## src/design/gcts_pkg.sv

```systemverilog
`timescale 1ns / 1ps
// ----------------------------------------------------------------------------
// gcts_pkg
// Shared types, constants and helpers of the grid cursor trigger sequencer.
// ----------------------------------------------------------------------------
package gcts_pkg;

	localparam int NPORTS    = 4;
	localparam int COORD_W   = 5;
	localparam int DIR_W     = 2;
	localparam int COUNT_W   = 16;
	localparam int LFSR_W    = 32;
	localparam int CELL_W    = 2;
	localparam int DATA_IN_W  = 32;
	localparam int DATA_OUT_W = 56;
	localparam int ADDR_W    = 5;
	localparam int REG_W     = 32;

	localparam int GRID_MAX_DEF = 32;

	// cell kinds
	localparam logic [CELL_W-1:0] CELL_OFF  = 2'd0;
	localparam logic [CELL_W-1:0] CELL_ON   = 2'd1;
	localparam logic [CELL_W-1:0] CELL_RAND = 2'd2;

	// directions
	localparam logic [DIR_W-1:0] DIR_RIGHT = 2'd0;
	localparam logic [DIR_W-1:0] DIR_DOWN  = 2'd1;
	localparam logic [DIR_W-1:0] DIR_LEFT  = 2'd2;
	localparam logic [DIR_W-1:0] DIR_UP    = 2'd3;

	// input opcodes
	localparam logic OP_TICK  = 1'b0;
	localparam logic OP_WRITE = 1'b1;

	// register indexes
	localparam logic [2:0] REG_SIZE    = 3'd0;
	localparam logic [2:0] REG_STARTX  = 3'd1;
	localparam logic [2:0] REG_STARTY  = 3'd2;
	localparam logic [2:0] REG_STARTD  = 3'd3;
	localparam logic [2:0] REG_PATCH   = 3'd4;
	localparam logic [2:0] REG_LOCKOUT = 3'd5;
	localparam logic [2:0] REG_PULSE   = 3'd6;
	localparam logic [2:0] REG_SEED    = 3'd7;

	// register reset values
	localparam logic [1:0]  RST_SIZE    = 2'd1;
	localparam logic [19:0] RST_STARTX  = 20'd0;
	localparam logic [19:0] RST_STARTY  = 20'd200768;
	localparam logic [7:0]  RST_STARTD  = 8'd0;
	localparam logic [11:0] RST_PATCH   = 12'd0;
	localparam logic [15:0] RST_LOCKOUT = 16'd48;
	localparam logic [15:0] RST_PULSE   = 16'd48;
	localparam logic [31:0] RST_SEED    = 32'd1;

	localparam logic [LFSR_W-1:0] LFSR_MASK = 32'h80200003;
	localparam logic [COUNT_W-1:0] COUNT_MAX = 16'hFFFF;

	// per-lane control for one tick
	typedef struct packed {
		logic tick;
		logic shift;
		logic rst;
		logic lock_own;
		logic ok_in;
		logic clk_own;
		logic clk_edge;
		logic clk_in;
		logic turn;
	} lane_ctl_t;

	function automatic logic [COORD_W-1:0] step_dx(input logic [DIR_W-1:0] d);
		case (d)
			DIR_RIGHT: step_dx = 5'd1;
			DIR_LEFT:  step_dx = 5'h1F;
			default:   step_dx = 5'd0;
		endcase
	endfunction

	function automatic logic [COORD_W-1:0] step_dy(input logic [DIR_W-1:0] d);
		case (d)
			DIR_DOWN: step_dy = 5'd1;
			DIR_UP:   step_dy = 5'h1F;
			default:  step_dy = 5'd0;
		endcase
	endfunction

endpackage

```

## src/design/gcts_ram.sv

```systemverilog
`timescale 1ns / 1ps
// ----------------------------------------------------------------------------
// gcts_ram
// Generic single-write, single-read RAM with registered read data.
// ----------------------------------------------------------------------------
module gcts_ram #(
	parameter int WIDTH = 2,
	parameter int DEPTH = 1024
) (
	input  logic                     clk,
	input  logic                     we,
	input  logic [$clog2(DEPTH)-1:0] waddr,
	input  logic [WIDTH-1:0]         wdata,
	input  logic                     re,
	input  logic [$clog2(DEPTH)-1:0] raddr,
	output logic [WIDTH-1:0]         rdata
);

	logic [WIDTH-1:0] mem_q [DEPTH];

	always_ff @(posedge clk) begin
		if (we) begin
			mem_q[waddr] <= wdata;
		end
		if (re) begin
			rdata <= mem_q[raddr];
		end
	end

endmodule

```

## src/design/gcts_lane.sv

```systemverilog
`timescale 1ns / 1ps
// ----------------------------------------------------------------------------
// gcts_lane
// One cursor: shift, reset, lockout, clock step and turn, plus its own copy
// of the grid that is read at the cursor's new cell.
// ----------------------------------------------------------------------------
module gcts_lane
	import gcts_pkg::*;
#(
	parameter int GRID_MAX = GRID_MAX_DEF,
	parameter int IDX      = 0
) (
	input  logic                           clk,
	input  logic                           arst_n,
	input  logic                           en,
	input  lane_ctl_t                      ctl,
	input  logic [COORD_W-1:0]             mask,
	input  logic [COORD_W-1:0]             start_x,
	input  logic [COORD_W-1:0]             start_y,
	input  logic [DIR_W-1:0]               start_dir,
	input  logic [COUNT_W-1:0]             lockout_ticks,
	input  logic                           wr_en,
	input  logic [2*$clog2(GRID_MAX)-1:0]  wr_addr,
	input  logic [CELL_W-1:0]              wr_data,
	input  logic                           rd_en,
	output logic [COORD_W-1:0]             cur_x,
	output logic [COORD_W-1:0]             cur_y,
	output logic [DIR_W-1:0]               cur_dir,
	output logic                           ok,
	output logic                           step,
	output logic [CELL_W-1:0]              cell_rd
);

	localparam int CW = $clog2(GRID_MAX);

	logic [COORD_W-1:0] x_q, y_q;
	logic [DIR_W-1:0]   dir_q;
	logic [COUNT_W-1:0] cnt_q;

	logic [COORD_W-1:0] x_a, y_a, x_b, y_b, x_n, y_n;
	logic [DIR_W-1:0]   d_b, d_n;
	logic [COUNT_W-1:0] cnt_c, cnt_n;
	logic [CW+COORD_W-1:0] xw, yw;
	logic [2*CW-1:0]    raddr;

	always_comb begin
		// sideways shift: x -= dy, y += dx
		if (ctl.shift) begin
			x_a = (x_q - step_dy(dir_q)) & mask;
			y_a = (y_q + step_dx(dir_q)) & mask;
		end else begin
			x_a = x_q;
			y_a = y_q;
		end
		x_b = ctl.rst ? start_x : x_a;
		y_b = ctl.rst ? start_y : y_a;
		d_b = ctl.rst ? start_dir : dir_q;

		if (ctl.lock_own) begin
			cnt_c = ctl.rst ? '0 : cnt_q;
			cnt_n = (cnt_c == COUNT_MAX) ? cnt_c : cnt_c + 16'd1;
			ok    = cnt_n >= lockout_ticks;
		end else begin
			cnt_c = cnt_q;
			cnt_n = cnt_q;
			ok    = ctl.ok_in;
		end

		step = ctl.clk_own ? (ok && ctl.clk_edge) : ctl.clk_in;
		if (step) begin
			x_n = (x_b + step_dx(d_b)) & mask;
			y_n = (y_b + step_dy(d_b)) & mask;
		end else begin
			x_n = x_b;
			y_n = y_b;
		end
		d_n = ctl.turn ? d_b + 2'd1 : d_b;

		xw    = {{CW{1'b0}}, x_n};
		yw    = {{CW{1'b0}}, y_n};
		raddr = {xw[CW-1:0], yw[CW-1:0]};
	end

	always_ff @(posedge clk or negedge arst_n) begin
		if (!arst_n) begin
			x_q   <= RST_STARTX[IDX*COORD_W +: COORD_W];
			y_q   <= RST_STARTY[IDX*COORD_W +: COORD_W];
			dir_q <= RST_STARTD[IDX*DIR_W +: DIR_W];
			cnt_q <= COUNT_MAX;
		end else if (en && ctl.tick) begin
			x_q   <= x_n;
			y_q   <= y_n;
			dir_q <= d_n;
			cnt_q <= cnt_n;
		end
	end

	gcts_ram #(
		.WIDTH (CELL_W),
		.DEPTH (GRID_MAX * GRID_MAX)
	) u_grid (
		.clk   (clk),
		.we    (wr_en),
		.waddr (wr_addr),
		.wdata (wr_data),
		.re    (rd_en),
		.raddr (raddr),
		.rdata (cell_rd)
	);

	assign cur_x   = x_q;
	assign cur_y   = y_q;
	assign cur_dir = dir_q;

endmodule

```

## config.mk

```make
export PLATFORM = sky130hd
export DESIGN_NAME = gcts_lane
export DESIGN_NICKNAME = d
export VERILOG_FILES = /design/src/design/gcts_pkg.sv /design/src/design/gcts_ram.sv /design/src/design/gcts_lane.sv
export SDC_FILE = /design/constraint.sdc
export NUM_CORES = 2
export LEC_CHECK = 0
export BUFFER_PORTS_ARGS = -buffer_cell sky130_fd_sc_hd__buf_4
export CAP_MARGIN = 20
export CORE_ASPECT_RATIO = 0.5
export CORE_MARGIN = 1
export CORE_UTILIZATION = 57
export DETAILED_ROUTE_END_ITERATION = 10
export PLACE_DENSITY = 0.76
export SYNTH_ARGS = -nofsm -noshare
export SYNTH_HDL_FRONTEND = slang
export SYNTH_HIERARCHICAL = 1
export SYNTH_SLANG_ARGS = --single-unit
```

## constraint.sdc

```tcl
create_clock -name clk -period 5.6 [get_ports clk]
set_input_delay 0.84 -clock clk [delete_from_list [all_inputs] [get_ports clk]]
set_output_delay 0.84 -clock clk [all_outputs]
set_load 0.1 [all_outputs]
```

=== After elaboration in Yosys (flattened, before gate mapping) ===
Memory sizes are Yosys's and may differ from the RTL's. A register that Yosys moved wholly into a read port is not among the register bits.
Cells that the tools add are included.

* Add/sub/neg operators: 6
* Magnitude comparators: 1
* Equality and inequality tests: 7
* Mux-type cells: 22
* Bitwise operators: 4
* Reductions and logical operators: 5

{| class="wikitable"
|+ Operator list
! cell !! number
|-
| 2-to-1 mux 5 bit || 10
|-
| case mux 5 bit (2 select lines) || 4
|-
| 2-to-1 mux 16 bit || 2
|-
| bitwise AND 5 bit || 4
|-
| adder 16 x 1 -> 16 bit, second input constant || 1
|-
| equality test 16 bit, second input constant || 1
|-
| greater-or-equal comparator 16 bit || 1
|-
| adder 5 bit || 3
|-
| equality test 2 bit, second input constant || 4
|-
| subtractor 5 bit || 1
|-
| equality test 2 x 1 -> 1 bit, second input constant || 2
|-
| zero test 2 bit || 2
|-
| 2-to-1 mux 1 bit || 4
|-
| 2-to-1 mux 2 bit || 2
|-
| adder 2 x 1 -> 2 bit, second input constant || 1
|-
| logical AND 1 bit || 2
|-
| AND reduction 2 bit || 1
|}

* Flip-flop bits (word level): 28
* Memory bits (writable): 2048
* Input bits: 59
* Output and inout port bits: 16
* Word-level logic and storage cells: 50
* Memories: 1

{| class="wikitable"
|+ Memories
! memory !! depth !! width !! rd ports !! clocked after Yosys merged registers in !! wr ports !! line !! source
|-
| u_grid.mem_q || 1024 || 2 || 1 || 1 || 1 || gcts_ram.sv:19 || <nowiki>logic [WIDTH-1:0] mem_q [DEPTH];</nowiki>
|}

=== Logic depth before layout (Yosys ltp) ===
* Depth in word-level cells: 11
* Gate-level depth with buffers: 33
* Depth with buffers taken out: 23

=== Cells and area by module ===
Netlist, hierarchy kept.

{| class="wikitable"
|+ Modules (own cells, without submodules)
! module !! instances !! cells an instance !! area each (µm²) !! seq. area each (µm²)
|-
| gcts_ram || 1 || 4793 || 83777.8 || 61559.0
|-
| gcts_lane || 1 || 394 || 3179.3 || 720.7
|}

=== Worst setup path after synthesis ===
No wires, ideal clock.

* Path type: input -> register
* Start point: input ctl[6] (netlist bit)
* End point: register u_grid.rdata[1], read port of u_grid.mem_q, data pin
* Library setup time: 277 ps
* Arrival: 6190 ps
* Data required time: 5323 ps
* Setup slack: -868 ps
* Stages on the path: 30
* Path buffers: 8
* Cell sequence: buf_6 -> clkbuf_1 -> nor2b_1 -> ha_1 -> and2_1 -> nand4_2 -> nor2_1 -> and3_1 -> xnor2_1 -> nor2_1 -> ha_1 -> a21o_1 -> a21oi_1 -> nand3_1 -> o2111ai_1 -> buf_2 -> nand3_1 -> nand2_1 -> buf_4 -> buf_4 -> buf_4 -> buf_2 -> clkbuf_1 -> mux4_2 -> a22oi_1 -> a21oi_1 -> o31ai_1 -> a21oi_1 -> o31ai_1 -> nand4_1

* Word-level cells in the longest chain between the ends: 8
* Elaborated cells between the ends (all ways): 25
* Those cells by class: add/sub: 3; order compare: 1; eq/ne: 4; mux: 13; bitwise: 2; reduce/logical: 2

{| class="wikitable"
|+ Ends and longest elaborated chain
! what !! line !! source
|-
| start: declaration || gcts_lane.sv:16 || <nowiki>input lane_ctl_t ctl,</nowiki>
|-
| 2-to-1 mux 16 bit || gcts_lane.sv:60 || <nowiki>cnt_c = ctl.rst ? '0 : cnt_q;</nowiki>
|-
| adder 16 x 1 -> 16 bit or equality test 16 bit (tied branches) || gcts_lane.sv:61 || <nowiki>cnt_n = (cnt_c == COUNT_MAX) ? cnt_c : cnt_c + 16'd1;</nowiki>
|-
| 2-to-1 mux 16 bit || gcts_lane.sv:61 ||
|-
| greater-or-equal comparator 16 bit || gcts_lane.sv:62 || <nowiki>ok = cnt_n >= lockout_ticks;</nowiki>
|-
| 2-to-1 mux 1 bit || gcts_lane.sv:59 || <nowiki>if (ctl.lock_own) begin</nowiki>
|-
| logical AND 1 bit || gcts_lane.sv:69 || <nowiki>step = ctl.clk_own ? (ok && ctl.clk_edge) : ctl.clk_in;</nowiki>
|-
| 2-to-1 mux 1 bit || gcts_lane.sv:69 ||
|-
| 2-to-1 mux 5 bit * || gcts_lane.sv:70 || <nowiki>if (step) begin</nowiki>
|-
| net y_n[1] || gcts_lane.sv:40 || <nowiki>logic [COORD_W-1:0] x_a, y_a, x_b, y_b, x_n, y_n;</nowiki>
|-
| end: declaration || gcts_ram.sv:16 || <nowiki>output logic [WIDTH-1:0] rdata</nowiki>
|}

The timed path passes the listed nets; every way through them passes the cells marked *. The select of a mux whose other input is x is not followed.
A chain may end at the register's enable or synchronous reset.

=== Worst setup path after layout ===
* Start point: register cnt_q[1]
* End point: register u_grid.rdata[1], read port of u_grid.mem_q, data pin

* Word-level cells in the longest chain between the ends: 8
* Elaborated cells between the ends (all ways): 10
* Those cells by class: add/sub: 1; order compare: 1; eq/ne: 1; mux: 6; reduce/logical: 1

{| class="wikitable"
|+ Ends and longest elaborated chain
! what !! line !! source
|-
| start: declaration || gcts_lane.sv:38 || <nowiki>logic [COUNT_W-1:0] cnt_q;</nowiki>
|-
| start signal: assignment || gcts_lane.sv:94 || <nowiki>cnt_q <= cnt_n;</nowiki>
|-
| 2-to-1 mux 16 bit * || gcts_lane.sv:60 ||
|-
| adder 16 x 1 -> 16 bit or equality test 16 bit (tied branches) || gcts_lane.sv:61 ||
|-
| 2-to-1 mux 16 bit * || gcts_lane.sv:61 ||
|-
| greater-or-equal comparator 16 bit * || gcts_lane.sv:62 ||
|-
| 2-to-1 mux 1 bit * || gcts_lane.sv:59 ||
|-
| logical AND 1 bit * || gcts_lane.sv:69 ||
|-
| 2-to-1 mux 1 bit * || gcts_lane.sv:69 ||
|-
| 2-to-1 mux 5 bit * || gcts_lane.sv:70 ||
|-
| net y_n[1] || gcts_lane.sv:40 ||
|}

The timed path passes the listed nets; every way through them passes the cells marked *.

==> metrics.md <==
| Metric | Value |
|---|---|
| Run status | `finished with violations` |
| Failing checks | `negative setup slack` |
| Total global routing track utilization | `between 30% and 40%` |
| Slew Limit Fails | `0` |
| Final critical delay including setup and external delays | `slightly above 6000 ps` |
| Detailed-route via count | `roughly 53000` |
| Number of placed instances, taps included | `roughly 7300` |
| Post-detailed-route wirelength per cell | `roughly 33 um` |
| Hold violation count in the final report | `0` |
| Leakage power of the design | `between 30 and 40 nW` |
| Number of CTS-inserted buffers | `173` |
| Die X-Extent | `554 um` |
| Area of all placed cells without fillers | `roughly 0.10 mm^2` |
| Maximum VDD drop | `between 0.3 and 0.4 mV` |
| Final hold slack | `about 300 ps` |
| Die footprint | `between 0.15 and 0.2 mm^2` |
| Largest fanout on the critical path | `14` |
| Top post-synthesis cells by count | `edfxtp_1, nor2_1, mux4_2, clkbuf_1, mux2i_1` |
| Crit path arrival time | `6760 ps` |
| Power consumption | `between 30 and 40 mW` |
| Number of non-filler instances in the completed layout | `between 7000 and 8000` |
| Most used flip-flop cell after synthesis | `edfxtp_1` |
| Antenna violations before repair | `12` |
| Die Y-Extent | `around 280 um` |
| First-pass DRT Iterations | `6` |
| Worst-case clock buffer depth | `3` |
| Post-synthesis cell type with the largest combined area | `edfxtp_1` |
| Required arrival time at the worst endpoint | `between 6000 and 7000 ps` |
| Area added between synthesis and finish | `15.6%` |
| Initial Util | `between 50% and 60%` |
| Fill cells | `9175` |
| Clk Latency, worst-skew pair | `810 ps` |
| Most instantiated library cell after synthesis | `edfxtp_1` |
| Number of flops mapped to enable cells by yosys | `between 2000 and 2500` |
| Net count of the mapped netlist | `5285` |
| Transition time at the pin with the least slew margin | `~1200 ps` |
| Sort of element at the start of the critical path | `flip-flop` |
| Number of max-capacitance violations reported | `0` |
| Proportion of synthesized flip-flops having asynchronous set or reset | `about 1.3%` |
| Mapped cell area | `a little under 0.09 mm^2` |
| Ratio of cells with drive above 1 in the final layout | `about a quarter` |
| Worst setup EP type | `flip-flop` |
| Antenna violation net count after detailed routing | `0` |
| Clk root buf | `clkbuf_16` |
| Share of the yosys chip area belonging to registers | `just over 70%` |
| DRC violations left | `0` |
| Synthesized flop and latch total | `just over 2000` |
| Clock tree from TritonCTS | `built` |
| Final estimated routing congestion in global placement | `about 0.90` |
| IO buf count | `74` |
| Critical setup path kind | `flip-flop to flip-flop` |
| Smallest setup slack after layout | `-622 ps` |
| First-iteration detailed-routing DRC count | `9274` |
| Vias in the first global route | `around 53000` |
| Maximum operating frequency | `between 150 and 200 MHz` |
| Count of different cell masters after synthesis | `between 80 and 90` |
| Setup clock skew after layout | `about 20 ps` |
| Clock input transition at the sequential cells of the worst setup and hold paths | `approximately 70 ps` |
| Count of pins on the block boundary | `75` |
| Total congestion overflow after global routing | `0` |
| Post-Synthesis Cells | `5187` |
| Site Rows | `100` |
| Core Region | `between 0.15 and 0.2 mm^2` |
| Pin count of the biggest net entering global routing | `211` |
| Relative slew margins | `around 18%` |
| Placement Cell Area | `roughly 0.093 mm^2` |
| Mean area per synthesized cell | `~17 um^2` |
| Power per standard cell area | `between 300 and 400 mW/mm^2` |
| Final setup viols | `2` |
| Yosys warning total | `6` |
| Sink Count | `just over 2000` |
| Final Cycle Share | `111%` |
| CTS H-Tree Depth | `4` |
| Number of nets in the finished design | `between 5000 and 6000` |
| First-pass GRT wire length | `357000 um` |
| Via-per-instance ratio | `between 6 and 7` |
| Unrepaired setup endpoints after global routing | `true` |
| Worst Hold Class | `primary input to flip-flop` |
| Share of Yosys cell area claimed by the top area cell type | `70.8%` |
| Final routed wirelength across all metal layers | `~250000 um` |
| Area contributors post-synth | `edfxtp_1, mux4_2, nor2_1, mux2i_1, clkbuf_1` |
| DP Wirelength | `approximately 140000 um` |
## critical path, cell delays in order (launching register included)
cell	delay [ps]
dfstp_2	550
nor2b_4	180
ha_4	160
and2_4	150
nand4_4	100
buf_4	160
o21ai_0	170
o311a_1	240
ha_1	160
a21o_1	130
a211oi_2	70
or4_4	510
and2_1	200
buf_4	190
nand3_1	170
nand2_4	170
buf_12	190
buf_16	160
buf_4	150
mux4_2	270
mux4_2	530
nand2_2	90
or4b_4	500
nand4_1	200
o31ai_4	120
o31ai_4	250
nand4_1	120
## area by class of cell
type	instances	area [um^2]	share of cell area [%]
sequential	2078	62300	61.9
multi-input combinational	2662	23200	23.0
timing repair buffer	663	6930	6.89
clock buffer	212	4580	4.55
tap	1989	2490	2.47
clock inverter	88	965	0.959
inverter	35	133	0.132
antenna	5	12.5	0.0124
## sequential cells by signal (all words and copies together), names as in the netlist
signal / flops
u_grid/mem_q: 2048
cnt_q: 16
cur_x: 5
cur_y: 5
cur_dir: 2
u_grid/rdata: 2
## metal layers
layer  global-route usage, %  share of wire [%]  up-vias
li1                        -                  -    21100
met1                    44.1                 33    26600
met2                    49.2                 45     4347
met3                    8.31                 16      832
met4                    15.9                5.8       10
met5                       0              0.036        -
## through the flow
| step | TNS [ps] | setup slack (ps) | util (%) |
|---|---|---|---|
| final | -1170 | -622 | 67.0 |
| after global routing | -1560 | -823 | 67.0 |
| after CTS | -927 | -467 | 66.5 |
| after detailed placement | -2610 | -1310 | 61.9 |
| after global placement | -2480 | -1250 | 61.9 |
| after floorplan | -465 | -253 | - |
## cells in the final DEF, fill, tap and decap left out, drive strengths merged, types with 7 or more instances in the layout
cell,netlist,layout
nand4,18,18
nand2b,12,12
inv,33,41
edfxtp,2050,2050
a31oi,16,16
mux4,449,449
a21oi,87,87
dfrtp,12,12
o21ai,60,60
nand2,143,143
bufinv,0,18
nor2,1087,1087
mux2,18,18
nor3b,11,11
o221ai,83,83
xnor2,16,16
o22ai,45,45
o211ai,10,10
nor2b,20,20
and3,16,16
dfstp,16,16
and2,9,9
nor4,12,12
clkinv,2,63
a211oi,16,16
buf,163,655
ha,35,35
bufbuf,0,7
a22oi,47,47
mux2i,218,218
a21o,10,10
a22o,13,13
nand3,64,64
nor3,48,48
a221oi,14,14
clkbuf,249,212
## where the power goes
group | total [mW] | leakage (nW) | internal, mW | switching, mW
Clock | 12.2 | 2.71 | 6.65 | 5.55
Combinational | 6.57 | 10.4 | 2.86 | 3.71
Sequential | 17.2 | 18.7 | 17.1 | 0.0498
Total | 35.9 | 31.8 | 26.6 | 9.31
## path summary, 6_finish.rpt
check,start,endpoint,slack [ps],cells after the start
setup reg to reg,cnt_q[1],u_grid/rdata[1],-620,26
min in group asynchronous,arst_n,cur_dir[1],500,2
hold reg to reg,cnt_q[0],cnt_q[0],500,2
setup / recovery,cnt_q[1],u_grid/rdata[1],-620,26
max in group asynchronous,arst_n,cnt_q[13],4770,2
hold / removal,rd_en,u_grid/rdata[0],300,1
## timing repair
item / in CTS / in global routing
cloned: 15 / 0
pin swaps: 35 / 38
buffers inserted: 45 / 13
gates resized for setup: 91 / 35
setup endpoints to repair: 2 / 2
endpoints found under the hold margin: 12 / 0
hold buffers: 1 / 0
## logic make-up after synthesis
family                     share of synthesized area [%]
DFF                                                 71.6
and+or+nand+nor                                     7.00
muxes                                               14.4
buffers and inverters                               2.62
AOI/OAI and AO/OA                                   3.57
adders and majority gates                          0.596
xor gates and xnor gates                           0.222
(Power assumes the default switching activity.)
