## src/design/gcts_pkg.sv

```systemverilog
`timescale 1ns / 1ps
// ----------------------------------------------------------------------------
// gcts_pkg
// Shared types, constants and helpers of the grid cursor trigger sequencer.
// ----------------------------------------------------------------------------
package gcts_pkg;

	localparam int NPORTS    = 4;
	localparam int COORD_W   = 5;
	localparam int DIR_W     = 2;
	localparam int COUNT_W   = 16;
	localparam int LFSR_W    = 32;
	localparam int CELL_W    = 2;
	localparam int DATA_IN_W  = 32;
	localparam int DATA_OUT_W = 56;
	localparam int ADDR_W    = 5;
	localparam int REG_W     = 32;

	localparam int GRID_MAX_DEF = 32;

	// cell kinds
	localparam logic [CELL_W-1:0] CELL_OFF  = 2'd0;
	localparam logic [CELL_W-1:0] CELL_ON   = 2'd1;
	localparam logic [CELL_W-1:0] CELL_RAND = 2'd2;

	// directions
	localparam logic [DIR_W-1:0] DIR_RIGHT = 2'd0;
	localparam logic [DIR_W-1:0] DIR_DOWN  = 2'd1;
	localparam logic [DIR_W-1:0] DIR_LEFT  = 2'd2;
	localparam logic [DIR_W-1:0] DIR_UP    = 2'd3;

	// input opcodes
	localparam logic OP_TICK  = 1'b0;
	localparam logic OP_WRITE = 1'b1;

	// register indexes
	localparam logic [2:0] REG_SIZE    = 3'd0;
	localparam logic [2:0] REG_STARTX  = 3'd1;
	localparam logic [2:0] REG_STARTY  = 3'd2;
	localparam logic [2:0] REG_STARTD  = 3'd3;
	localparam logic [2:0] REG_PATCH   = 3'd4;
	localparam logic [2:0] REG_LOCKOUT = 3'd5;
	localparam logic [2:0] REG_PULSE   = 3'd6;
	localparam logic [2:0] REG_SEED    = 3'd7;

	// register reset values
	localparam logic [1:0]  RST_SIZE    = 2'd1;
	localparam logic [19:0] RST_STARTX  = 20'd0;
	localparam logic [19:0] RST_STARTY  = 20'd200768;
	localparam logic [7:0]  RST_STARTD  = 8'd0;
	localparam logic [11:0] RST_PATCH   = 12'd0;
	localparam logic [15:0] RST_LOCKOUT = 16'd48;
	localparam logic [15:0] RST_PULSE   = 16'd48;
	localparam logic [31:0] RST_SEED    = 32'd1;

	localparam logic [LFSR_W-1:0] LFSR_MASK = 32'h80200003;
	localparam logic [COUNT_W-1:0] COUNT_MAX = 16'hFFFF;

	// per-lane control for one tick
	typedef struct packed {
		logic tick;
		logic shift;
		logic rst;
		logic lock_own;
		logic ok_in;
		logic clk_own;
		logic clk_edge;
		logic clk_in;
		logic turn;
	} lane_ctl_t;

	function automatic logic [COORD_W-1:0] step_dx(input logic [DIR_W-1:0] d);
		case (d)
			DIR_RIGHT: step_dx = 5'd1;
			DIR_LEFT:  step_dx = 5'h1F;
			default:   step_dx = 5'd0;
		endcase
	endfunction

	function automatic logic [COORD_W-1:0] step_dy(input logic [DIR_W-1:0] d);
		case (d)
			DIR_DOWN: step_dy = 5'd1;
			DIR_UP:   step_dy = 5'h1F;
			default:  step_dy = 5'd0;
		endcase
	endfunction

endpackage

```

## src/design/gcts_merge.sv

```systemverilog
`timescale 1ns / 1ps
// ----------------------------------------------------------------------------
// gcts_merge
// Combines the lanes' landings: random bits in port order, pulse timers and
// the gate word.
// ----------------------------------------------------------------------------
module gcts_merge
	import gcts_pkg::*;
(
	input  logic                           clk,
	input  logic                           arst_n,
	input  logic                           en,
	input  logic                           tick,
	input  logic [NPORTS-1:0]              step,
	input  logic [NPORTS-1:0][CELL_W-1:0]  cell_rd,
	input  logic [COUNT_W-1:0]             pulse_ticks,
	input  logic                           seed_load,
	input  logic [LFSR_W-1:0]              seed,
	output logic [NPORTS-1:0]              gates
);

	logic [LFSR_W-1:0]               lfsr_q, lfsr_n;
	logic [NPORTS-1:0][COUNT_W-1:0]  pulse_q, pulse_n;
	logic [NPORTS-1:0]               last_q, gates_n;

	always_comb begin
		logic [COUNT_W-1:0] pl;
		logic               b;
		logic               fire;
		lfsr_n = lfsr_q;
		for (int i = 0; i < NPORTS; i++) begin
			pl   = pulse_q[i];
			b    = 1'b0;
			fire = 1'b0;
			if (step[i]) begin
				if (cell_rd[i] == CELL_RAND) begin
					b      = lfsr_n[0];
					lfsr_n = b ? ((lfsr_n >> 1) ^ LFSR_MASK) : (lfsr_n >> 1);
				end
				fire = (cell_rd[i] == CELL_ON) || (cell_rd[i] == CELL_RAND && b);
			end
			if (fire && pulse_ticks > pl) begin
				pl = pulse_ticks;
			end
			gates_n[i] = pl != '0;
			pulse_n[i] = (pl != '0) ? pl - 16'd1 : pl;
		end
	end

	always_ff @(posedge clk or negedge arst_n) begin
		if (!arst_n) begin
			lfsr_q  <= RST_SEED;
			pulse_q <= '0;
			last_q  <= '0;
		end else begin
			if (seed_load) begin
				lfsr_q <= (seed == '0) ? {{(LFSR_W-1){1'b0}}, 1'b1} : seed;
			end else if (en && tick) begin
				lfsr_q <= lfsr_n;
			end
			if (en && tick) begin
				pulse_q <= pulse_n;
				last_q  <= gates_n;
			end
		end
	end

	// a grid write repeats the last tick's gates
	assign gates = tick ? gates_n : last_q;

endmodule

```

## config.mk

```make
export PLATFORM = sky130hd
export DESIGN_NAME = gcts_merge
export DESIGN_NICKNAME = d
export VERILOG_FILES = /design/src/design/gcts_pkg.sv /design/src/design/gcts_merge.sv
export SDC_FILE = /design/constraint.sdc
export NUM_CORES = 1
export LEC_CHECK = 0
export BUFFER_PORTS_ARGS = -buffer_cell sky130_fd_sc_hd__buf_2
export CORE_UTILIZATION = 48
export CTS_CLUSTER_DIAMETER = 120
export CTS_CLUSTER_SIZE = 28
export DETAILED_ROUTE_END_ITERATION = 6
export PLACE_DENSITY = 0.75
export SETUP_SLACK_MARGIN = 0.1
export SLEW_MARGIN = 5
export SYNTH_ARGS = -nofsm -noshare
export SYNTH_HDL_FRONTEND = slang
export SYNTH_SLANG_ARGS = --single-unit
```

## constraint.sdc

```tcl
create_clock -name clk -period 6.74 [get_ports clk]
set_clock_uncertainty 0.2 [all_clocks]
set_input_delay 1.348 -clock clk [delete_from_list [all_inputs] [get_ports clk]]
set_output_delay 1.348 -clock clk [all_outputs]
set_load 0.005 [all_outputs]
```

Word-level counts from Yosys, hierarchy flattened
Index checks and enable logic that the tools add are counted.
Storage, ports and cells
  memories kept: 0
  latch bits: 0
  bits in registers: 100
  output and inout bits: 4
  memory bits (read-only): 0
  logic and storage cells: 81
  memory bits (writable): 0
  bits of input ports: 65
Cells by class
  multipliers: 0
  mux-type cells: 36
  bitwise logic cells: 4
  $add $sub $neg: 4
  div/mod/pow operators: 0
  reduce and logical (&&, ||, !) cells: 19
  equality and inequality tests: 8
  order comparisons: 4
  shift-type cells: 0
Operator list (number)
  2-to-1 mux 32 bit: 15
  2-to-1 mux 16 bit: 8
  greater-than comparator 16 bit: 4
  nonzero test 16 bit: 4
  subtractor 16 x 1 -> 16 bit (second input constant): 4
  logical NOT 32 bit: 1
  inverter 3 -> 4 bit: 4
  2-to-1 mux 1 bit: 12
  logical AND 1 bit: 9
  equality test 2 x 1 -> 1 bit (second input constant): 4
  equality test 2 bit (second input constant): 4
  logical OR 1 bit: 4
  2-to-1 mux 4 bit: 1
  nonzero test 2 bit: 1

Longest topological paths before layout
Gate-level depths: netlist of the first run.
  depth after elaboration: 21
  mapped depth: 20
  gate-level depth less buffers: 18

Worst setup path before layout of the first run
No wires, ideal clock.
  path type: input-to-output
  start: input pulse_ticks[10]
  end: output gates[1]
  path slack: 231 ps
  stages: 13
  arrival time: 4961 ps
  required time: 5192 ps
  path through: ha_1 > a21o_1 > a2111oi_0 > nor3_1 > a211oi_1 > clkbuf_1 > nor3_1 > a21oi_1 > ha_1 > or4b_1 > or4_1 > mux2_2 > mux2_2
On the way
  word-level cells in the longest chain between the ends: 5
Ends and longest elaborated chain
  start, declared: line gcts_merge.sv:16  | input logic [COUNT_W-1:0] pulse_ticks,
  greater-than comparator 16 bit: line gcts_merge.sv:42  | if (fire && pulse_ticks > pl) begin
  logical AND 1 bit: line gcts_merge.sv:42
  2-to-1 mux 16 bit *: line gcts_merge.sv:42
  nonzero test 16 bit *: line gcts_merge.sv:45  | gates_n[i] = pl != '0;
  2-to-1 mux 4 bit *: line gcts_merge.sv:69  | assign gates = tick ? gates_n : last_q;
  end, declared: line gcts_merge.sv:19  | output logic [NPORTS-1:0] gates
Mark *: on every way between the ends. The rest lies on a longest branch, timed or not.

Worst setup path in the final report of the first run
Ends and elaborated chain as after synthesis.

==> results of run 1 <==
==> cell families (layout without fill, tap and decap cells) <==
| logic type | count (synthesis) | in the layout |
|---|---|---|
| flip-flops | 100 | 100 |
| buffers and inverters | 172 | 211 |
| adder cells (fa/ha/maj) | 69 | 69 |
| AO/OA/AOI/OAI | 444 | 444 |
| XOR/XNOR | 41 | 41 |
| AND/OR/NAND/NOR | 481 | 481 |
| multiplexers | 103 | 103 |
==> sequential cells by signal (all words and copies together) (netlist names) <==
register / cells
last_q: 4
lfsr_q: 32
pulse_q: 64
==> worst paths after layout <==
| path | endpoint | start | depth (start not counted) | slack [ns] |
|---|---|---|---|---|
| worst max-delay path | gates[1] | pulse_ticks[10] | 15 | 0.20 |
| worst min-delay path | last_q[1]$_DFFE_PN0P_ | last_q[1]$_DFFE_PN0P_ | 2 | 0.28 |
| worst max register to register | pulse_q[59]$_DFFE_PN0P_ | lfsr_q[0]$_DFFE_PN1P_ | 17 | 2.06 |
| worst min register to register | last_q[1]$_DFFE_PN0P_ | last_q[1]$_DFFE_PN0P_ | 2 | 0.28 |
| max in group asynchronous | lfsr_q[21]$_DFFE_PN0P_ | arst_n | 2 | 4.33 |
| min in group asynchronous | pulse_q[27]$_DFFE_PN0P_ | arst_n | 1 | 0.88 |
==> cells in the final DEF, fill, tap and decap left out, drive strengths merged, types with 5 or more instances in the layout <==
master,count
or2,7
a21oi,105
nor4,26
a21o,9
o211ai,9
a2111oi,7
dfrtp,99
o22a,16
a31oi,23
or3,29
nand2,125
a211o,5
mux2i,73
mux2,30
o21ai,131
xnor2,28
nor2b,9
o21a,10
or4,14
nand2b,14
nand4,25
inv,77
a21boi,6
a211oi,36
nor2,97
clkbuf,9
nand3,51
a2bb2oi,6
nand3b,8
a22oi,8
o221ai,9
o31ai,11
o22ai,13
xor2,13
and4,6
buf,120
ha,69
o41ai,5
nor3,51
==> power breakdown <==
part	total, mW	internal [mW]	switching (mW)	leakage (nW)
sequential	1.01	0.784	0.230	1.18
combinational	1.48	0.597	0.887	3.62
clock	0.593	0.303	0.290	0.160
total	3.09	1.68	1.41	4.96
==> final cells by class <==
type | instances | area share
Multi-Input combinational cell | 1138 | 0.6487
Sequential cell | 100 | 0.2096
Timing Repair Buffer | 120 | 0.06138
Tap cell | 280 | 0.02933
Inverter | 75 | 0.02357
Clock buffer | 9 | 0.01885
Clock inverter | 7 | 0.008589
==> worst max-delay path, delay by kind of cell <==
family / cells / cell delay (ns)
AOI/OAI and AO/OA: 4 / 0.92
buffers and inverters: 3 / 0.40
adders and majority gates: 2 / 0.53
and+or+nand+nor: 4 / 1.21
muxes: 2 / 0.57
==> routing by layer <==
metal,vias to the layer above,part of all wire
met5,-,0
met4,0,0.044
met3,112,0.093
met2,533,0.45
met1,5365,0.42
li1,5328,-
==> timing repair <==
action,CTS,global route
setup buffers,0,0
endpoints found under the setup margin,1,3
resized for setup,1,5
==> report_table.html, run 1 <==
<table>
<tr><th>Metric</th><th>Value</th></tr>
<tr><th colspan="2">Run status</th></tr>
<tr><td>Run status</td><td>finished with violations</td></tr>
<tr><td>Violated checks</td><td>DRC</td></tr>
<tr><th colspan="2">Synth</th></tr>
<tr><td>Fraction of the mapped netlist area in compound gates</td><td>0.2641</td></tr>
<tr><td>Count of distinct cell types in the synthesized netlist</td><td>93</td></tr>
<tr><td>Largest area contributor in the netlist</td><td>dfrtp_1</td></tr>
<tr><td>Most used standard cell by instance count after synthesis</td><td>o21ai_0</td></tr>
<tr><td>Ys Warns</td><td>0</td></tr>
<tr><td>Synthesis-stage register bit count</td><td>100</td></tr>
<tr><td>Share of synthesized area occupied by flip-flops and latches</td><td>0.2303</td></tr>
<tr><td>Top post-synthesis cells by count</td><td>o21ai_0, nand2_1, a21oi_1</td></tr>
<tr><td>Portion of netlist area occupied by mux cells</td><td>0.09862</td></tr>
<tr><td>Count of flip-flops with a built-in enable after synthesis</td><td>0</td></tr>
<tr><td>Share of the synthesized area in the top cell type</td><td>0.2278</td></tr>
<tr><td>Fraction of registers with async set or reset after synthesis</td><td>1.000</td></tr>
<tr><td>Synth top area cells</td><td>dfrtp_1, ha_1, mux2i_1, o21ai_0, a21oi_1</td></tr>
<tr><td>Post-synthesis share of cell area spent on and, or, nand and nor gates</td><td>0.2314</td></tr>
<tr><td>Area of the mapped netlist</td><td>10870 um^2</td></tr>
<tr><td>Post-Syn Area per Cell</td><td>7.711 um^2</td></tr>
<tr><td>Fraction of synthesized cell area in xor and xnor cells</td><td>0.03372</td></tr>
<tr><td>Nets in the synthesized netlist</td><td>1544</td></tr>
<tr><td>Number of standard cells after synthesis</td><td>1410</td></tr>
<tr><td>Post-Synth Adder-Cell Area</td><td>0.07940</td></tr>
<tr><td>Primary FF master, synth</td><td>dfrtp_1</td></tr>
<tr><td>Combinational family with the most area after synthesis</td><td>compound AO/OA/AOI/OAI gates</td></tr>
<tr><th colspan="2">Timing</th></tr>
<tr><td>Min Hold Slack</td><td>0.2810 ns</td></tr>
<tr><td>Highest clock frequency the design can meet</td><td>between 150 and 200 MHz</td></tr>
<tr><td>Final Hold Fails</td><td>0</td></tr>
<tr><td>Setup repair after global routing missed its margin</td><td>yes</td></tr>
<tr><td>Post-route fraction of the period consumed by the critical path</td><td>0.9699</td></tr>
<tr><td>Final setup violation count</td><td>0</td></tr>
<tr><td>Slew Limit Headroom</td><td>0.1909</td></tr>
<tr><td>Final critical delay including setup and external delays</td><td>6.537 ns</td></tr>
<tr><td>Final Slew Violations</td><td>0</td></tr>
<tr><td>Setup total negative slack</td><td>0 ns</td></tr>
<tr><td>Worst path setup slack after routing</td><td>0.2032 ns</td></tr>
<tr><td>Slew at the pin with the worst max-slew slack</td><td>1.208 ns</td></tr>
<tr><th colspan="2">Global routing</th></tr>
<tr><td>Vias in the first global route</td><td>10720</td></tr>
<tr><td>Pin count of the biggest net entering global routing</td><td>75</td></tr>
<tr><td>Met3 routing resource usage after global routing</td><td>0.06257</td></tr>
<tr><td>Met1 global-route usage</td><td>0.3863</td></tr>
<tr><td>Overall global routing resource usage</td><td>0.2961</td></tr>
<tr><td>Antenna violations before repair</td><td>0</td></tr>
<tr><td>Grt peak-use layer</td><td>met2</td></tr>
<tr><td>First-pass GRT wire length</td><td>55800 um</td></tr>
<tr><td>Routing usage on met2</td><td>0.4668</td></tr>
<tr><td>Total global routing overflow</td><td>0</td></tr>
<tr><th colspan="2">Setup path</th></tr>
<tr><td>Slowest stage cell on the critical path</td><td>or4_1</td></tr>
<tr><td>Category of the worst setup path capture point</td><td>output port</td></tr>
<tr><td>CP cell instances</td><td>buf_2 -&gt; ha_1 -&gt; a21o_1 -&gt; a2111oi_2 -&gt; nor3_1 -&gt; a211oi_1 -&gt; buf_4 -&gt; nor3_1 -&gt; a21oi_1 -&gt; ha_1 -&gt; or4b_1 -&gt; or4_1 -&gt; mux2_2 -&gt; mux2_2 -&gt; buf_2</td></tr>
<tr><td>Data required time at the worst endpoint</td><td>around 5.2 ns</td></tr>
<tr><td>Max incr delay on CP</td><td>0.55 ns</td></tr>
<tr><td>Data arrival time of the critical path</td><td>4.99 ns</td></tr>
<tr><td>Crit Path Category</td><td>in -&gt; out</td></tr>
<tr><td>Worst-path fanout max</td><td>4</td></tr>
<tr><td>Critical Path Source Type</td><td>input pin</td></tr>
<tr><th colspan="2">Placement</th></tr>
<tr><td>Placed instance count</td><td>1713</td></tr>
<tr><td>Post-DP HPWL</td><td>24530 um</td></tr>
<tr><td>Total of buffers placed on input and output ports</td><td>68</td></tr>
<tr><td>Post-Place Cell Area</td><td>11590 um^2</td></tr>
<tr><td>Last weighted congestion value of the routability-driven placer</td><td>~0.98</td></tr>
<tr><td>Setup slack at placement</td><td>0.1258 ns</td></tr>
<tr><th colspan="2">Route</th></tr>
<tr><td>Wirelength per Cell</td><td>~20 um</td></tr>
<tr><td>Count of vias placed by the detailed router</td><td>11340</td></tr>
<tr><td>Iteration-0 DRC count of the detailed router</td><td>1130</td></tr>
<tr><td>Number of antenna-violating nets in the routed design</td><td>0</td></tr>
<tr><td>Post-route DRC</td><td>2</td></tr>
<tr><td>Vias per Instance</td><td>approximately 6.6</td></tr>
<tr><td>First-pass DRT Iterations</td><td>7</td></tr>
<tr><td>Routed wire length</td><td>34240 um</td></tr>
<tr><th colspan="2">Run</th></tr>
<tr><td>Number of max-cap violations</td><td>0</td></tr>
<tr><th colspan="2">Clock tree</th></tr>
<tr><td>Clock input transition at the sequential cells of the worst setup and hold paths</td><td>approximately 0.080 ns</td></tr>
<tr><td>Clock Path Buffers</td><td>2</td></tr>
<tr><td>Root cell of the clock tree</td><td>clkbuf_16</td></tr>
<tr><td>Clock net sink count</td><td>100</td></tr>
<tr><td>Number of buffers created by CTS</td><td>9</td></tr>
<tr><td>Clock latency on the worst-skew pair</td><td>0.37 ns</td></tr>
<tr><td>H-tree level count</td><td>3</td></tr>
<tr><td>Clock tree from TritonCTS</td><td>done</td></tr>
<tr><td>Count of hold-fix buffers inserted at cts</td><td>0</td></tr>
<tr><th colspan="2">Power and ir drop</th></tr>
<tr><td>Leakage power</td><td>4.961 nW</td></tr>
<tr><td>Power, Total</td><td>3.091 mW</td></tr>
<tr><td>Cell Pwr Density</td><td>around 260 nW/um^2</td></tr>
<tr><td>Largest vdd supply drop</td><td>around 0.14 mV</td></tr>
<tr><th colspan="2">Final layout</th></tr>
<tr><td>Post-Layout Inst Area</td><td>11950 um^2</td></tr>
<tr><td>Area of the multi-input gates</td><td>7749 um^2</td></tr>
<tr><td>Final standard cell utilization of the core</td><td>0.5423</td></tr>
<tr><td># diodes</td><td>0</td></tr>
<tr><td>Area growth from synthesis to final layout</td><td>9.862%</td></tr>
<tr><td>Area occupied by registers</td><td>between 2000 and 3000 um^2</td></tr>
<tr><td>Filler cell count in the final layout</td><td>2084</td></tr>
<tr><td>Count of nets after finishing</td><td>1578</td></tr>
<tr><td>Number of cells in the finished layout apart from fillers</td><td>1729</td></tr>
<tr><td>Share of post-route cells with drive strength above 1</td><td>0.1491</td></tr>
<tr><th colspan="2">Die</th></tr>
<tr><td>Starting density of the core</td><td>0.4936</td></tr>
<tr><td>Area of the die</td><td>23260 um^2</td></tr>
<tr><td>Count of standard-cell rows</td><td>54</td></tr>
<tr><td>Die Span Y</td><td>152.5 um</td></tr>
<tr><td>Top-Level Pins</td><td>69</td></tr>
<tr><td>Horizontal extent of the die</td><td>approximately 150 um</td></tr>
<tr><td>Core area</td><td>22030 um^2</td></tr>
<tr><th colspan="2">Min path</th></tr>
<tr><td>Class of the tightest hold or removal check</td><td>reg -&gt; reg</td></tr>
</table>
(Power assumes the default switching activity.)
==> inputs of run 2 (changes only) <==
==> constraint.sdc (replaced) <==
create_clock -name clk -period 8.31 [get_ports clk]
set_clock_uncertainty 0.2 [all_clocks]
set_input_delay 1.662 -clock clk [delete_from_list [all_inputs] [get_ports clk]]
set_output_delay 1.662 -clock clk [all_outputs]
set_load 0.005 [all_outputs]
==> run 2 against run 1 <==
  * The flow still finishes with violations (DRC)
  * Global-route usage decreased by 0.33 points
  * First-iteration DRC count increased by 0.62%
  * Via count decreased by 0.71%
  * Final area decreased by 1.9%
  * Utilization decreased by 1.0 points
  * Clock-buffer cell count unchanged
  * Register-to-register slack improved by 0.93 ns
  * Flip-flop and latch count unchanged
  * Largest cell class unchanged
  * Highest routed layer unchanged
==> report_table.html, run 2 (synthesized netlist as in run 1, its figures left out) <==
<table>
<tr><th>Metric</th><th>Value</th></tr>
<tr><th colspan="2">Run status</th></tr>
<tr><td>Run status</td><td>finished with violations (unchanged)</td></tr>
<tr><td>Violated checks</td><td>DRC (unchanged)</td></tr>
<tr><th colspan="2">Setup path</th></tr>
<tr><td>Critical Path Source Type</td><td>input pin (unchanged)</td></tr>
<tr><td>R2R Path Start</td><td>pulse_q[27]$_DFFE_PN0P_ (was lfsr_q[0]$_DFFE_PN1P_)</td></tr>
<tr><td>Setup slack of the most critical reg-to-reg path</td><td>2.99 ns (was 2.06 ns)</td></tr>
<tr><td>Max incr delay on CP</td><td>0.56 ns (was 0.55 ns)</td></tr>
<tr><td>Crit Path Category</td><td>in -&gt; out (unchanged)</td></tr>
<tr><td>Data arrival time of the critical path</td><td>5.91 ns (was 4.99 ns)</td></tr>
<tr><td>Worst setup endpoint</td><td>gates[1] (unchanged)</td></tr>
<tr><td>Logic depth of the worst register-to-register path</td><td>16 (was 17)</td></tr>
<tr><td>First element of the critical path</td><td>pulse_ticks[7] (was pulse_ticks[10])</td></tr>
<tr><td>Buffer and inverter count on the worst path</td><td>2 (was 3)</td></tr>
<tr><td>Critical Path Stages</td><td>14 (was 15)</td></tr>
<tr><td>R2R Path End</td><td>pulse_q[30]$_DFFE_PN0P_ (was pulse_q[59]$_DFFE_PN0P_)</td></tr>
<tr><td>Slowest stage cell on the critical path</td><td>or4_1 (unchanged)</td></tr>
<tr><td>Critical path's top delay family</td><td>compound AO/OA/AOI/OAI gates (was simple AND/OR/NAND/NOR gates)</td></tr>
<tr><td>CP cell instances</td><td>buf_2 -&gt; ha_1 -&gt; a21oi_1 -&gt; o21ai_0 -&gt; a221o_1 -&gt; a211oi_1 -&gt; nor3_1 -&gt; a21oi_1 -&gt; ha_1 -&gt; or4b_1 -&gt; or4_1 -&gt; mux2_2 -&gt; mux2_2 -&gt; buf_2 (was buf_2 -&gt; ha_1 -&gt; a21o_1 -&gt; a2111oi_2 -&gt; nor3_1 -&gt; a211oi_1 -&gt; buf_4 -&gt; nor3_1 -&gt; a21oi_1 -&gt; ha_1 -&gt; or4b_1 -&gt; or4_1 -&gt; mux2_2 -&gt; mux2_2 -&gt; buf_2)</td></tr>
<tr><td>Category of the worst setup path capture point</td><td>output port (unchanged)</td></tr>
<tr><td>Data required time at the worst endpoint</td><td>6.45 ns (was 5.19 ns)</td></tr>
<tr><td>Worst-path fanout max</td><td>16 (was 4)</td></tr>
<tr><th colspan="2">Global routing</th></tr>
<tr><td>First-pass GRT wire length</td><td>54970 um (was 55800 um)</td></tr>
<tr><td>Total global routing overflow</td><td>0 (unchanged)</td></tr>
<tr><td>Vias in the first global route</td><td>10480 (was 10720)</td></tr>
<tr><td>Pin count of the biggest net entering global routing</td><td>74 (was 75)</td></tr>
<tr><td>Antenna violations before repair</td><td>0 (unchanged)</td></tr>
<tr><td>Overall global routing resource usage</td><td>0.2928 (was 0.2961)</td></tr>
<tr><th colspan="2">Timing</th></tr>
<tr><td>Final critical delay including setup and external delays</td><td>7.769 ns</td></tr>
<tr><td>Final setup violation count</td><td>0 (unchanged)</td></tr>
<tr><td>Final Slew Violations</td><td>0 (unchanged)</td></tr>
<tr><td>Worst path setup slack after routing</td><td>0.5412 ns (was 0.2032 ns)</td></tr>
<tr><td>Final Hold Fails</td><td>0 (unchanged)</td></tr>
<tr><td>Slew Limit Headroom</td><td>0.2073 (was 0.1909)</td></tr>
<tr><td>Setup repair after global routing missed its margin</td><td>no (was yes)</td></tr>
<tr><td>Slew at the pin with the worst max-slew slack</td><td>1.180 ns (was 1.208 ns)</td></tr>
<tr><td>Setup total negative slack</td><td>0 ns (unchanged)</td></tr>
<tr><td>Highest clock frequency the design can meet</td><td>128.7 MHz</td></tr>
<tr><td>Post-route fraction of the period consumed by the critical path</td><td>0.9349</td></tr>
<tr><th colspan="2">Power and ir drop</th></tr>
<tr><td>Largest vdd supply drop</td><td>0.1144 mV (was 0.1391 mV)</td></tr>
<tr><td>Cell Pwr Density</td><td>207.4 nW/um^2 (was 258.8 nW/um^2)</td></tr>
<tr><td>Leakage power</td><td>4.829 nW (was 4.961 nW)</td></tr>
<tr><th colspan="2">Die</th></tr>
<tr><td>Area of the die</td><td>23260 um^2 (unchanged)</td></tr>
<tr><td>Starting density of the core</td><td>0.4936 (unchanged)</td></tr>
<tr><td>Die Span Y</td><td>152.5 um (unchanged)</td></tr>
<tr><td>Core area</td><td>22030 um^2 (unchanged)</td></tr>
<tr><td>Top-Level Pins</td><td>69 (unchanged)</td></tr>
<tr><td>Horizontal extent of the die</td><td>152.5 um (unchanged)</td></tr>
<tr><td>Count of standard-cell rows</td><td>54 (unchanged)</td></tr>
<tr><th colspan="2">Final layout</th></tr>
<tr><td># diodes</td><td>0 (unchanged)</td></tr>
<tr><td>Area growth from synthesis to final layout</td><td>7.779% (was 9.862%)</td></tr>
<tr><td>Most flops, register</td><td>pulse_q (unchanged)</td></tr>
<tr><td>Commonest non-fill, non-tap cells in the layout</td><td>o21ai_0, nand2_1, a21oi_1 (unchanged)</td></tr>
<tr><td>Leading registers by flop count</td><td>pulse_q: 64 flops, lfsr_q: 32 flops, last_q: 4 flops (unchanged)</td></tr>
<tr><td>Max reg flops</td><td>64 (unchanged)</td></tr>
<tr><td>Share of post-route cells with drive strength above 1</td><td>0.1331 (was 0.1491)</td></tr>
<tr><td>Most common cell after layout, fill and taps aside</td><td>o21ai_0 (unchanged)</td></tr>
<tr><td>Post-Layout Inst Area</td><td>11720 um^2 (was 11950 um^2)</td></tr>
<tr><td>Final standard cell utilization of the core</td><td>0.5320 (was 0.5423)</td></tr>
<tr><td>Count of nets after finishing</td><td>1557 (was 1578)</td></tr>
<tr><th colspan="2">Min path</th></tr>
<tr><td>Class of the tightest hold or removal check</td><td>reg -&gt; reg (unchanged)</td></tr>
<tr><th colspan="2">Run</th></tr>
<tr><td>Number of max-cap violations</td><td>0 (unchanged)</td></tr>
<tr><th colspan="2">Clock tree</th></tr>
<tr><td>Post-CTS setup buffer count</td><td>0 (unchanged)</td></tr>
<tr><td>Clock Path Buffers</td><td>2 (unchanged)</td></tr>
<tr><td>Clock input transition at the sequential cells of the worst setup and hold paths</td><td>0.08 ns (about the same)</td></tr>
<tr><td>Clock tree from TritonCTS</td><td>done (unchanged)</td></tr>
<tr><td>Clock net sink count</td><td>100 (unchanged)</td></tr>
<tr><td>H-tree level count</td><td>3 (unchanged)</td></tr>
<tr><td>Number of buffers created by CTS</td><td>9 (unchanged)</td></tr>
<tr><td>Cells resized by post-CTS repair</td><td>0 (was 1)</td></tr>
<tr><td>Clock latency on the worst-skew pair</td><td>0.37 ns (about the same)</td></tr>
<tr><td>Count of hold-fix buffers inserted at cts</td><td>0 (unchanged)</td></tr>
<tr><td>Root cell of the clock tree</td><td>clkbuf_16 (unchanged)</td></tr>
<tr><th colspan="2">Placement</th></tr>
<tr><td>Total of buffers placed on input and output ports</td><td>68 (unchanged)</td></tr>
<tr><td>Post-Place Cell Area</td><td>11430 um^2 (was 11590 um^2)</td></tr>
<tr><td>Setup slack at placement</td><td>0.6265 ns (was 0.1258 ns)</td></tr>
<tr><td>Last weighted congestion value of the routability-driven placer</td><td>0.9779 (was 0.9829)</td></tr>
<tr><td>Post-DP HPWL</td><td>24020 um (was 24530 um)</td></tr>
<tr><th colspan="2">Route</th></tr>
<tr><td>Post-route DRC</td><td>1 (was 2)</td></tr>
<tr><td>Vias per Instance</td><td>6.591 (was 6.558)</td></tr>
<tr><td>Wirelength per Cell</td><td>19.93 um (was 19.81 um)</td></tr>
<tr><td>Count of vias placed by the detailed router</td><td>11260 (was 11340)</td></tr>
<tr><td>Routed wire length</td><td>34040 um (was 34240 um)</td></tr>
<tr><td>First-pass DRT Iterations</td><td>7 (unchanged)</td></tr>
<tr><td>Iteration-0 DRC count of the detailed router</td><td>1137 (was 1130)</td></tr>
<tr><td>Number of antenna-violating nets in the routed design</td><td>0 (unchanged)</td></tr>
</table>
-- run 2: how the worst min path moves through the flow --
stage                            end  slack (ns)                  start  depth (start not counted)
2_1_floorplan  last_q[1]$_DFFE_PN0P_        0.24  last_q[1]$_DFFE_PN0P_                          2
3_3_place_gp   last_q[0]$_DFFE_PN0P_        0.26  last_q[0]$_DFFE_PN0P_                          2
3_5_place_dp   last_q[1]$_DFFE_PN0P_        0.26  last_q[1]$_DFFE_PN0P_                          2
4_1_cts        last_q[1]$_DFFE_PN0P_        0.28  last_q[1]$_DFFE_PN0P_                          2
5_1_grt        last_q[3]$_DFFE_PN0P_        0.31  last_q[3]$_DFFE_PN0P_                          2
6_report       last_q[1]$_DFFE_PN0P_        0.28  last_q[1]$_DFFE_PN0P_                          2
-- run 2: report_power, final --
group	switching, mW	internal (mW)	leakage (nW)	total, mW
logic	0.707	0.468	3.52	1.18
registers	0.189	0.636	1.18	0.825
clock network	0.223	0.208	0.130	0.431
-- run 2: per-layer routing --
layer,up-vias,wire length [um],global-route usage
met3,70,3209,0.06684
met1,5324,14770,0.3901
met5,-,0,0
met4,0,824,0.1034
met2,563,15240,0.4650
li1,5301,-,-
-- run 2: cell type report --
class | instances | area (um^2)
multi-input cells | 1138 | 7722
fillers | 2091 | 10310
inverters | 75 | 281.5
well taps | 280 | 350.3
clock inverters | 7 | 60.06
repair buffers | 99 | 575.6
flip-flops and latches | 100 | 2504
clock buffers | 9 | 225.2
-- run 2: per-stage QoR --
| step | power [mW] | hold slack [ns] | std cells |
|---|---|---|---|
| global placement | 1.931 | 0.2553 | 1692 |
| global route | 2.611 | 0.3110 | 1708 |
| detailed placement | 1.970 | 0.2638 | 1692 |
| finish | 2.431 | 0.2783 | 1708 |
| floorplan | 1.643 | 0.2419 | 1410 |
| CTS | 2.404 | 0.2832 | 1708 |
-- run 2: tightest hold or removal path, cell delays in order, from the launching register on --
cell and delay [ns]:
dfrtp_1 0.35, nand2_1 0.05, nand2_1 0.05
